## config.mk

```make
export PLATFORM = sky130hd
export DESIGN_NAME = skt_cell
export DESIGN_NICKNAME = d
export VERILOG_FILES = /design/src/rtl/skt_pkg.sv /design/src/rtl/skt_cell.sv
export SDC_FILE = /design/constraint.sdc
export NUM_CORES = 1
export LEC_CHECK = 0
export BUFFER_PORTS_ARGS = -buffer_cell sky130_fd_sc_hd__buf_2
export CORE_AREA = 2 2 200 202
export DETAILED_ROUTE_END_ITERATION = 8
export DIE_AREA = 0 0 202 204
export SLEW_MARGIN = 20
export SYNTH_ARGS = -nofsm -noshare
export SYNTH_HDL_FRONTEND = slang
export SYNTH_SLANG_ARGS = --single-unit
```

## constraint.sdc

```tcl
create_clock -name clk -period 6.6 [get_ports clk]
set_input_delay 0.99 -clock clk [delete_from_list [all_inputs] [get_ports clk]]
set_output_delay 0.99 -clock clk [all_outputs]
set_load 0.03 [all_outputs]
```

## src/rtl/skt_pkg.sv

```systemverilog
`timescale 1ns / 1ps
`default_nettype none

package skt_pkg;

    typedef enum logic [2:0] {
        FUNC_INSERT = 3'd0,
        FUNC_DELETE = 3'd1,
        FUNC_FIRST  = 3'd2,
        FUNC_FIND   = 3'd3,
        FUNC_START  = 3'd4,
        FUNC_SEEK   = 3'd5,
        FUNC_NEXT   = 3'd6
    } func_t;

    typedef enum logic [1:0] {
        STATUS_OK   = 2'd0,
        STATUS_NONE = 2'd1,
        STATUS_DUP  = 2'd2,
        STATUS_FULL = 2'd3
    } status_t;

    typedef enum logic [2:0] {
        S_IDLE,
        S_COMPARE,
        S_TREE,
        S_APPLY,
        S_DONE
    } state_t;

    // Which cell, if any, drives its entry into the read tree.
    typedef enum logic [2:0] {
        SEL_NONE,
        SEL_MATCH,
        SEL_GTE,
        SEL_FIRST,
        SEL_MARK
    } sel_t;

    typedef struct packed {
        logic compare;
        sel_t sel;
        logic ins;
        logic del;
        logic seek;
        logic next;
        logic start;
        logic start_rev;
        logic iter_rev;
    } skt_ctrl_t;

    // What a cell shows its neighbors.
    typedef struct packed {
        logic [63:0] key;
        logic        lt;
        logic        mark;
        logic        valid;
    } skt_link_t;

endpackage

`default_nettype wire

```

## src/rtl/skt_cell.sv

```systemverilog
`timescale 1ns / 1ps
`default_nettype none

module skt_cell import skt_pkg::*; #(
    parameter int IDX   = 0,
    parameter int HB    = 32,
    parameter int CNT_W = 9
) (
    input  wire logic              clk,
    input  wire logic              rst_n,
    input  wire skt_ctrl_t         ctrl,
    input  wire logic [CNT_W-1:0]  count,
    input  wire logic [63:0]       req_key,
    input  wire logic [HB-1:0]     req_handle,
    input  wire skt_link_t         left,
    input  wire logic [HB-1:0]     left_handle,
    input  wire skt_link_t         right,
    input  wire logic [HB-1:0]     right_handle,
    output skt_link_t              self_link,
    output logic      [HB-1:0]     self_handle,
    output logic                   leaf_hit,
    output logic      [63:0]       leaf_key,
    output logic      [HB-1:0]     leaf_handle
);

    logic [63:0]   key_reg;
    logic [63:0]   key_next;
    logic [HB-1:0] handle_reg;
    logic [HB-1:0] handle_next;
    logic          lt_reg;
    logic          eq_reg;
    logic          mark_reg;
    logic          mark_next;
    logic          valid;
    logic          at_p;
    logic          right_at_p;
    logic          sel;

    assign valid      = CNT_W'(IDX) < count;
    // This cell is the insertion point when it is the first not below the key.
    assign at_p       = !lt_reg && left.lt;
    assign right_at_p = lt_reg && !right.lt;

    always_comb
    begin
        case (ctrl.sel)
            SEL_MATCH: sel = at_p && valid && eq_reg;
            SEL_GTE:   sel = at_p && valid;
            SEL_FIRST: sel = (IDX == 0) && valid;
            SEL_MARK:  sel = mark_reg;
            default:   sel = 1'b0;
        endcase
    end

    assign leaf_hit    = sel;
    assign leaf_key    = sel ? key_reg : '0;
    assign leaf_handle = sel ? handle_reg : '0;

    always_comb
    begin
        key_next    = key_reg;
        handle_next = handle_reg;
        mark_next   = mark_reg;
        if (ctrl.ins && !lt_reg)
        begin
            if (at_p)
            begin
                key_next    = req_key;
                handle_next = req_handle;
                mark_next   = 1'b0;
            end
            else
            begin
                key_next    = left.key;
                handle_next = left_handle;
                mark_next   = left.mark;
            end
        end
        else if (ctrl.del)
        begin
            if (!lt_reg)
            begin
                key_next    = right.key;
                handle_next = right_handle;
                mark_next   = right.mark
                              | (at_p && mark_reg && !ctrl.iter_rev && right.valid);
            end
            else
            begin
                mark_next = mark_reg | (right_at_p && right.mark && ctrl.iter_rev);
            end
        end
        else if (ctrl.seek)
        begin
            mark_next = at_p && valid;
        end
        else if (ctrl.next)
        begin
            mark_next = ctrl.iter_rev ? right.mark : (left.mark && valid);
        end
        else if (ctrl.start)
        begin
            mark_next = ctrl.start_rev ? (valid && !right.valid)
                                       : ((IDX == 0) && valid);
        end
    end

    always_ff @(posedge clk)
    begin
        key_reg    <= key_next;
        handle_reg <= handle_next;
        if (ctrl.compare)
        begin
            lt_reg <= valid && ($signed(key_reg) < $signed(req_key));
            eq_reg <= key_reg == req_key;
        end
    end

    always_ff @(posedge clk or negedge rst_n)
    begin
        if (!rst_n)
        begin
            mark_reg <= 1'b0;
        end
        else
        begin
            mark_reg <= mark_next;
        end
    end

    assign self_link.key   = key_reg;
    assign self_link.lt    = lt_reg;
    assign self_link.mark  = mark_reg;
    assign self_link.valid = valid;
    assign self_handle     = handle_reg;

endmodule

`default_nettype wire

```

==> metrics.csv, run 1 <==
metric,value,unit
drt-total-wl,30630,um
path_clk_slew,0.07,ns
synth_cell_types,42,
drt_iter0_drc,249,
outcome,finished clean,
ys_ff_latch,99,
gp_congestion,0.9318,
async_flop_share,0.01010,
synthCells,797,
h-tree-depth,3,
clk_latency,0.37,ns
final_hold_viol_count,0,
cpMaxStageDelayCell,buf_6,
rows,73,
pwr-share-clk,0.237,
setup_viol,0,
ys_top_cells_by_count,"nand2_1, o21ai_0, edfxtp_1, mux2i_1, nor2b_1",
cts_inserted_buffers,9,
die_y,204,um
post_cts_resized,0,
clkSinkCount,99,
grt_pass1_wl,43190,um
fin_nets,1660,
worst_slack,2.714,ns
vias,7556,
path_max_fanout,55,
post_cts_buffers,0,
yosysTopAreaCellShare,0.3936,
grt_max_degree,101,
setup_tns,0,ns
critPathTopFamily,buffers and inverters,
grt_pass1_vias,7326,
crit_path_max_incr_delay,0.49,ns
slew_headroom,0.3719,
crit_buf_inv,3,
postRouteAntennaNets,0,
cts_tree,yes,
fmax,257.3,MHz
worstSetupStartpoint,left[2],
synth_area,7476,um2
synth_edf_count,98,
cp.required,5.61,ns
placedCellCount,1794,
p_sw_frac,0.4008,
grt.overflow.total,0,
combPwrFrac,0.388,
yosysMostFrequentCell,nand2_1,
hpwl,25470,um
arrival,2.90,ns
cts_root_buffer,clkbuf_16,
synth.largest_area_cell,edfxtp_1,
finalMaxSlewViolations,0,
die_w,202,um
drive_above_1_share,0.4190,
ios,512,
hold_buffers,0,
largest_register_ffs,64,
rr_startpoint,key_reg[30],
cp-end-kind,primary output,
clk_path_buf_depth,2,
path_cells,buf_6 > nor3b_1 > a21oi_1 > nor2_1 > a21oi_4 > buf_4 > nor2b_1 > buf_2,
drt-pass1-iter-count,4,
grtUsageTotal,0.1418,
post-route-min-period,3.886,ns
worstMarginPinSlew,0.9421,ns
yosysWarnings,0,
cellLeakagePower,5.525,nW
drc,0,
fin_crit_sh,0.5888,
via_per_inst,4.172,
yosys_most_used_dff,edfxtp_1,
die-area,41210,um2
synth_area_per_cell,9.380,um2
post-place-ws,2.649,ns
rsz0062_at_grt,false,
start_util,0.1908,
p_seq_frac,0.375,
numPortBuffers,510,
seq_area_frac_synth,0.3970,
instances_no_fill,1811,
synth_area_leaders,"edfxtp_1, mux2i_1, ha_1",
syn_nets,1177,
critPathKind,input pin to primary output,
switchingPower,0.0009468,W
area_growth,44.67,%
core_region_area,39180,um2
p_int,0.001415,W
cp-start-kind,input pin,
ir_worst_vdd,0.1352,mV
clock_skew,0.01110,ns
worstHoldPathType,input pin to asynchronous set/reset pin,
r2r_setup_slack,3.62,ns
p_per_area,218.4,nW/um2
total_power,0.002362,W
maxCapViolCount,0,
antenna_found_initial,2,
wire_per_inst,16.91,um
[metal layers]
metal  GRT usage  vias to the layer above  share of wire
met5           0                        -              0
met4     0.07537                        0          0.037
met3     0.03284                       41          0.064
met2      0.2394                      339           0.48
met1      0.1674                     3402           0.42
li1            -                     3774              -
[worst paths after layout]
kind                                 to  depth (start not counted)
hold / removal                 mark_reg                          1
min in group clk               mark_reg                          2
setup reg to reg                 lt_reg                          7
max in group asynchronous      mark_reg                          1
hold reg to reg                mark_reg                          2
setup / recovery           leaf_key[39]                          8
[metrics by stage]
step	hold slack, ns	instance area [um2]	util
global placement	0.7689	10520	0.2684
detailed placement	0.7676	10520	0.2684
finish	0.3734	10820	0.2760
global route	0.3378	10820	0.2760
CTS	0.3265	10810	0.2759
floorplan	0.5347	7476	-
[cell type report]
class,count,area (um2)
Inverter,66,247.7
Multi-Input combinational cell,587,4035
Clock buffer,9,225.2
Tap cell,525,656.9
Clock inverter,6,66.31
Fill cell,4257,28370
Timing Repair Buffer,517,2611
Antenna cell,2,5.005
Sequential cell,99,2968
[layout by cell type, fill, tap and decap left out, drive strengths merged, types with 2 or more instances in the layout]
| master | n |
|---|---|
| edfxtp | 98 |
| nor4 | 6 |
| buf | 517 |
| clkinv | 2 |
| nor2 | 11 |
| o21ai | 111 |
| clkbuf | 9 |
| diode | 2 |
| nor3b | 2 |
| nand3 | 4 |
| nor2b | 96 |
| inv | 67 |
| nand2b | 4 |
| nand4 | 15 |
| nand2 | 117 |
| clkinvlp | 2 |
| ha | 64 |
| mux2i | 98 |
| nor3 | 3 |
| a21o | 2 |
| a21oi | 36 |
| a31oi | 2 |
| a221oi | 2 |
[logic make-up (layout without fill, tap and decap cells)]
logic type	count (synthesis)	in the layout	share of synthesized area
simple gates	263	263	0.1834
compound gates	162	162	0.1160
mux	98	98	0.1312
other cells	0	2	0
buf+inv	111	598	0.06527
fa+ha+maj	64	64	0.1071
flops	99	99	0.3970
[power groups by stage]
| stage | Sequential [W] | Combinational [W] | Clock [W] |
|---|---|---|---|
| after CTS | 0.000890 | 0.000930 | 0.000593 |
| after floorplan | 0.00104 | 0.000436 | 0 |
| after global placement | 0.000900 | 0.000918 | 0 |
| after global routing | 0.000898 | 0.00100 | 0.000609 |
| final | 0.000887 | 0.000916 | 0.000559 |
| after detailed placement | 0.000903 | 0.000927 | 0 |
(Power assumes the default switching activity.)
==> run 2, diff against run 1 <==
Settings changed: ABC_AREA from default to 1, CORE_AREA 2 2 200 202 to 2 2 201 203, DIE_AREA 0 0 202 204 to 0 0 203 205.
Clock period 6.6 ns to 3.2 ns, I/O delays scaled along.
==> metrics.csv, run 2 <==
metric,value,unit,change
rows,73,,unchanged
slew_headroom,0.2244,,-0.1475
clock_skew,0.007252,ns,-0.003849 ns
post_cts_resized,0,,unchanged
drt-pass1-iter-count,6,,+2
seq_area_frac_synth,0.3918,,-0.005180
async_flop_share,0.01010,,unchanged
crit_path_max_incr_delay,0.43,ns,-0.06 ns
final_hold_viol_count,0,,unchanged
post-route-min-period,2.833,ns,
ys_ff_latch,99,,unchanged
clk_latency,0.37,ns,about the same
cp-end-kind,primary output,,
critPathKind,flop to primary output,,
postRouteAntennaNets,0,,unchanged
syn_nets,1442,,+23%
fin_crit_sh,0.8852,,
worstMarginPinSlew,1.163,ns,+0.2213 ns
synthCells,1062,,+33%
final_common_cell,buf_2,,
yosys_most_used_dff,edfxtp_1,,
path_clk_slew,0.08,ns,about the same
clk_path_buf_depth,2,,unchanged
met2_usage,0.2458,,+0.006396
setup_tns,0,ns,unchanged
placedCellCount,2058,,+15%
cpMaxStageDelayCell,edfxtp_1,,
grt_max_degree,99,,-2.0%
core_region_area,39370,um2,+0.47%
synth_cell_types,28,,-33%
vias,8773,,+16%
via_per_inst,4.218,,+1.1%
reg2reg_depth,8,,+1
area_growth,46.20,%,
start_util,0.1924,,+0.001626
p_per_area,456.2,nW/um2,+110%
final_cell_mix,"buf_2, nand2_1, o21ai_0",,
yosysTopAreaCellShare,0.3885,,-0.005137
yosysWarnings,0,,unchanged
cp.required,2.72,ns,-2.89 ns
ir_worst_vdd,0.2165,mV,+60%
setup_viol,0,,unchanged
die_w,203,um,+0.50%
hpwl,24820,um,-2.5%
antenna_found_initial,5,,+3
arrival,2.35,ns,-0.55 ns
h-tree-depth,3,,unchanged
grt_pass1_wl,44770,um,+3.7%
total_power,0.005052,W,+110%
drt-total-wl,31120,um,+1.6%
outcome,finished clean,,
numPortBuffers,510,,unchanged
yosysMostFrequentCell,nand2_1,,
synth_edf_count,98,,unchanged
ys_top_cells_by_count,"nand2_1, o21ai_0, inv_1",,
finalMaxSlewViolations,0,,unchanged
largest_register_ffs,64,,unchanged
met3_usage,0.03452,,+0.001677
cp-start-kind,flop,,
wire_per_inst,14.96,um,-12%
path_max_fanout,50,,-9.1%
cellLeakagePower,6.299,nW,+14%
use_met1,0.1655,,-0.001915
synth_area_leaders,"edfxtp_1, nand2_1, o21ai_0",,
grtUsageTotal,0.1428,,+0.0009539
busiest_layer,met2,,
instances_no_fill,2080,,+15%
drive_above_1_share,0.3599,,-0.05905
drt_iter0_drc,594,,+140%
fin_nets,1928,,+16%
cts_root_buffer,clkbuf_16,,
grt.overflow.total,0,,unchanged
ios,512,,unchanged
worstHoldPathType,input pin to flop,,
synth.largest_area_cell,edfxtp_1,,
cts_inserted_buffers,9,,unchanged
path_cells,nor3_4 > nand3_1 > a31oi_4 > buf_4 > buf_12 > nand2_1 > inv_1 > buf_2,,
synth_area_per_cell,7.133,um2,-24%
die-area,41620,um2,+0.99%
die_y,205,um,+0.49%
fmax,353.0,MHz,
cts_tree,yes,,
synth_area,7575,um2,+1.3%
grt_pass1_vias,8002,,+9.2%
maxCapViolCount,0,,unchanged
drc,0,,unchanged
whs_path_depth,1,,
gp_congestion,0.8904,,-4.4%
rsz0062_at_grt,false,,
fin_util,0.2813,,+0.005299
clkSinkCount,99,,unchanged
[run 2: worst max-delay path: cells and delay by family, from the launching register on]
family / cells / cell delay (ns)
buffers and inverters: 4 / 0.65
AOI/OAI and AO/OA: 1 / 0.31
DFF: 1 / 0.43
and+or+nand+nor: 3 / 0.52
[run 2: final timing paths]
path / start / slack (ns) / end
max: lt_reg / 0.37 / leaf_handle[19]
min: ctrl[10] / 0.32 / lt_reg
max reg2reg: key_reg[63] / 0.73 / lt_reg
min reg2reg: mark_reg / 0.56 / mark_reg
max in group asynchronous: rst_n / 2.68 / mark_reg
min in group asynchronous: rst_n / 0.43 / mark_reg
[run 2: layout make-up]
cell class,instances,area (um2)
diodes,2,5.005
clock buffers,9,225.2
clock inverters,7,67.56
fillers,4319,28290
inverters,187,704.4
multi-input cells,723,3692
flip-flops and latches,99,2968
well taps,525,656.9
repair buffers,528,2755
[run 2: kinds of logic (layout without fill, tap and decap cells)]
kind of cell / after synthesis / in the layout / share of synthesized area
adder cells (fa/ha/maj): 64 / 64 / 0.1057
flip-flops: 99 / 99 / 0.3918
AO/OA/AOI/OAI: 245 / 245 / 0.1663
buffers and inverters: 240 / 731 / 0.1242
AND/OR/NAND/NOR: 414 / 414 / 0.2119
other: 0 / 2 / 0
[run 2: what timing repair did]
action,in CTS,in global routing
hold buffers,1,0
setup buffers,0,3
hold endpoints to repair,1,0
endpoints found under the setup margin,0,35
[run 2: through the flow]
| step | hold WS [ns] | setup slack [ns] | cell area [um2] |
|---|---|---|---|
| after floorplan | 0.1844 | 0.6075 | 7586 |
| after global placement | 0.2703 | 0.2524 | 10740 |
| after detailed placement | 0.2682 | 0.1704 | 10740 |
| after CTS | 0.2895 | 0.04791 | 11050 |
| after global routing | 0.3025 | 0.2191 | 11070 |
| final | 0.3216 | 0.3673 | 11070 |
[run 2: power by group]
| group | total, W | internal, W | switching [W] |
|---|---|---|---|
| Sequential | 0.00184 | 0.00168 | 0.000155 |
| Clock | 0.00114 | 0.000604 | 0.000537 |
| Combinational | 0.00208 | 0.000657 | 0.00142 |
[run 2: routing by layer]
metal | up-vias | share of wire
li1 | 4365 | -
met1 | 3945 | 0.41
met2 | 408 | 0.48
met3 | 51 | 0.076
met4 | 4 | 0.038
met5 | - | 0.00093
==> run 3, diff against run 2 <==
Settings changed: CORE_AREA 2 2 201 203 to 2 2 196 198, DIE_AREA 0 0 203 205 to 0 0 198 200.
==> metrics.csv, run 3 (synthesis gave the netlist of run 2 again) <==
metric,value,unit,change
drt-total-wl,30800,um,-1.0%
dpl-instance-area,10700,um2,-0.45%
cts_inserted_buffers,9,,unchanged
post_cts_resized,0,,unchanged
hold-worst-slack,0.3881,ns,+0.06643 ns
rr_startpoint,key_reg[26],,
whs_path_depth,3,,+2
drt-pass1-iter-count,4,,-2
crit_path_max_incr_delay,0.43,ns,about the same
drc,0,,unchanged
cp-end-kind,primary output,,
reg2reg_depth,10,,+2
h-tree-depth,3,,unchanged
die_y,200,um,-2.4%
cellLeakagePower,6.264,nW,-0.55%
critPathKind,flop to primary output,,
start_util,0.2025,,+0.01012
holdPathEnd,key_reg[29],,
cts_tree,yes,,
grt_pass1_wl,42810,um,-4.4%
core_region_area,37400,um2,-5.0%
postRouteAntennaNets,0,,unchanged
vias,8780,,+0.080%
cpMaxStageDelayCell,edfxtp_1,,
via_per_inst,4.258,,+0.95%
arrival,2.26,ns,-0.09 ns
rsz0062_at_grt,false,,
fin_nets,1923,,-0.26%
cp-start-kind,flop,,
antenna_found_initial,5,,unchanged
setup_viol,0,,unchanged
crit_buf_inv,3,,-1
worstMarginPinSlew,0.6761,ns,-0.4873 ns
largest_register_ffs,64,,unchanged
cp.required,2.72,ns,about the same
grt.overflow.total,0,,unchanged
path_cells,nor3_4 > nand3_1 > a31oi_4 > buf_12 > nand2_1 > inv_1 > buf_2,,
r2r_setup_slack,0.70,ns,-0.03 ns
ir_worst_vdd,0.2315,mV,+6.9%
final_cell_mix,"buf_2, nand2_1, o21ai_0",,
drt_iter0_drc,379,,-36%
setup_tns,0,ns,unchanged
die-area,39600,um2,-4.8%
die_w,198,um,-2.5%
worstHoldPathType,input pin to flop,,
fmax,365.1,MHz,+3.4%
numPortBuffers,510,,unchanged
path_max_fanout,97,,+94%
grtUsageTotal,0.1451,,+0.002377
outcome,finished clean,,
clk_latency,0.36,ns,about the same
slew_headroom,0.5493,,+0.3249
clkSinkCount,99,,unchanged
path_clk_slew,0.08,ns,about the same
drive_above_1_share,0.3579,,-0.002067
finalMaxSlewViolations,0,,unchanged
critPathTopFamily,buffers and inverters,,
grt_pass1_vias,7787,,-2.7%
final_common_cell,buf_2,,
post-route-min-period,2.739,ns,-0.09345 ns
clock_skew,0.01069,ns,+0.003439 ns
fin_area,11010,um2,-0.57%
p_per_area,456.5,nW/um2,about the same
grt_max_degree,98,,-1.0%
rr_endpoint,lt_reg,,
fin_crit_sh,0.8560,,-0.02920
hold_start,right[32],,
ios,512,,unchanged
wire_per_inst,14.94,um,-0.18%
fin_util,0.2944,,+0.01312
gp_congestion,0.8822,,-0.92%
rows,71,,-2.7%
cts_root_buffer,clkbuf_16,,
area_growth,45.37,%,
maxCapViolCount,0,,unchanged
final_hold_viol_count,0,,unchanged
hpwl,24530,um,-1.2%
clk_path_buf_depth,2,,unchanged
==> run 3: changes by cell type in the layout (fill, tap and decap cells not counted), sizes merged <==
cell | previous run | this run
clkbuf | 9 | 12
buf | 527 | 522
clkinv | 6 | 1
clkinvlp | 1 | 3
diode | 2 | 3
==> run 3: worst max-delay path by stage <==
| stage | end | depth (start not counted) | from |
|---|---|---|---|
| 6_report | leaf_key[4] | 7 | lt_reg |
| 5_1_grt | leaf_key[9] | 7 | lt_reg |
| 4_1_cts | leaf_key[4] | 7 | lt_reg |
| 3_5_place_dp | leaf_key[4] | 11 | count[5] |
| 3_3_place_gp | leaf_key[4] | 11 | count[6] |
| 2_1_floorplan | key_reg[0] | 2 | ctrl[6] |
==> run 3: power by group <==
part	total, W	switching (W)	internal [W]
registers	0.00184	0.000161	0.00168
clock network	0.00113	0.000505	0.000629
logic	0.00205	0.00141	0.000644
==> run 3: final cells by class <==
class / count / area, um2
Sequential cell: 99 / 2968
Timing Repair Buffer: 523 / 2703
Multi-Input combinational cell: 723 / 3692
Clock buffer: 12 / 246.5
Tap cell: 511 / 639.4
Clock inverter: 4 / 52.55
Fill cell: 4128 / 26390
Antenna cell: 3 / 7.507
Inverter: 187 / 703.2
==> run 3: what timing repair did <==
item / 4_1_cts / 5_1_grt
endpoints found under the setup margin: 0 / 0
hold buffers: 1 / 0
hold endpoints to repair: 1 / 0
setup buffers: 0 / 0
==> run 3: metrics by stage <==
step	setup slack, ns	total power [W]	cells
5_1_grt	0.2807	0.005367	2060
3_3_place_gp	0.5034	0.003924	2042
6_report	0.4607	0.005027	2062
3_5_place_dp	0.4770	0.003941	2042
2_1_floorplan	0.6075	0.003132	1062
4_1_cts	0.3740	0.005119	2059
==> run 3: layer usage <==
layer	routed length [um]	up-vias	track usage	share of wire
li1	-	4358	-	-
met1	12680	3969	0.1716	0.41
met2	15190	423	0.2568	0.49
met3	2219	30	0.03243	0.072
met4	710	0	0.05542	0.023
met5	0	-	0	0
==> run 3: worst register-to-register path, delay by kind of cell (launching register included) <==
family                   cells  cell delay, ns
AO/OA/AOI/OAI                1            0.14
adder cells (fa/ha/maj)      1            0.33
flip-flops                   1            0.50
AND/OR/NAND/NOR              8            1.28
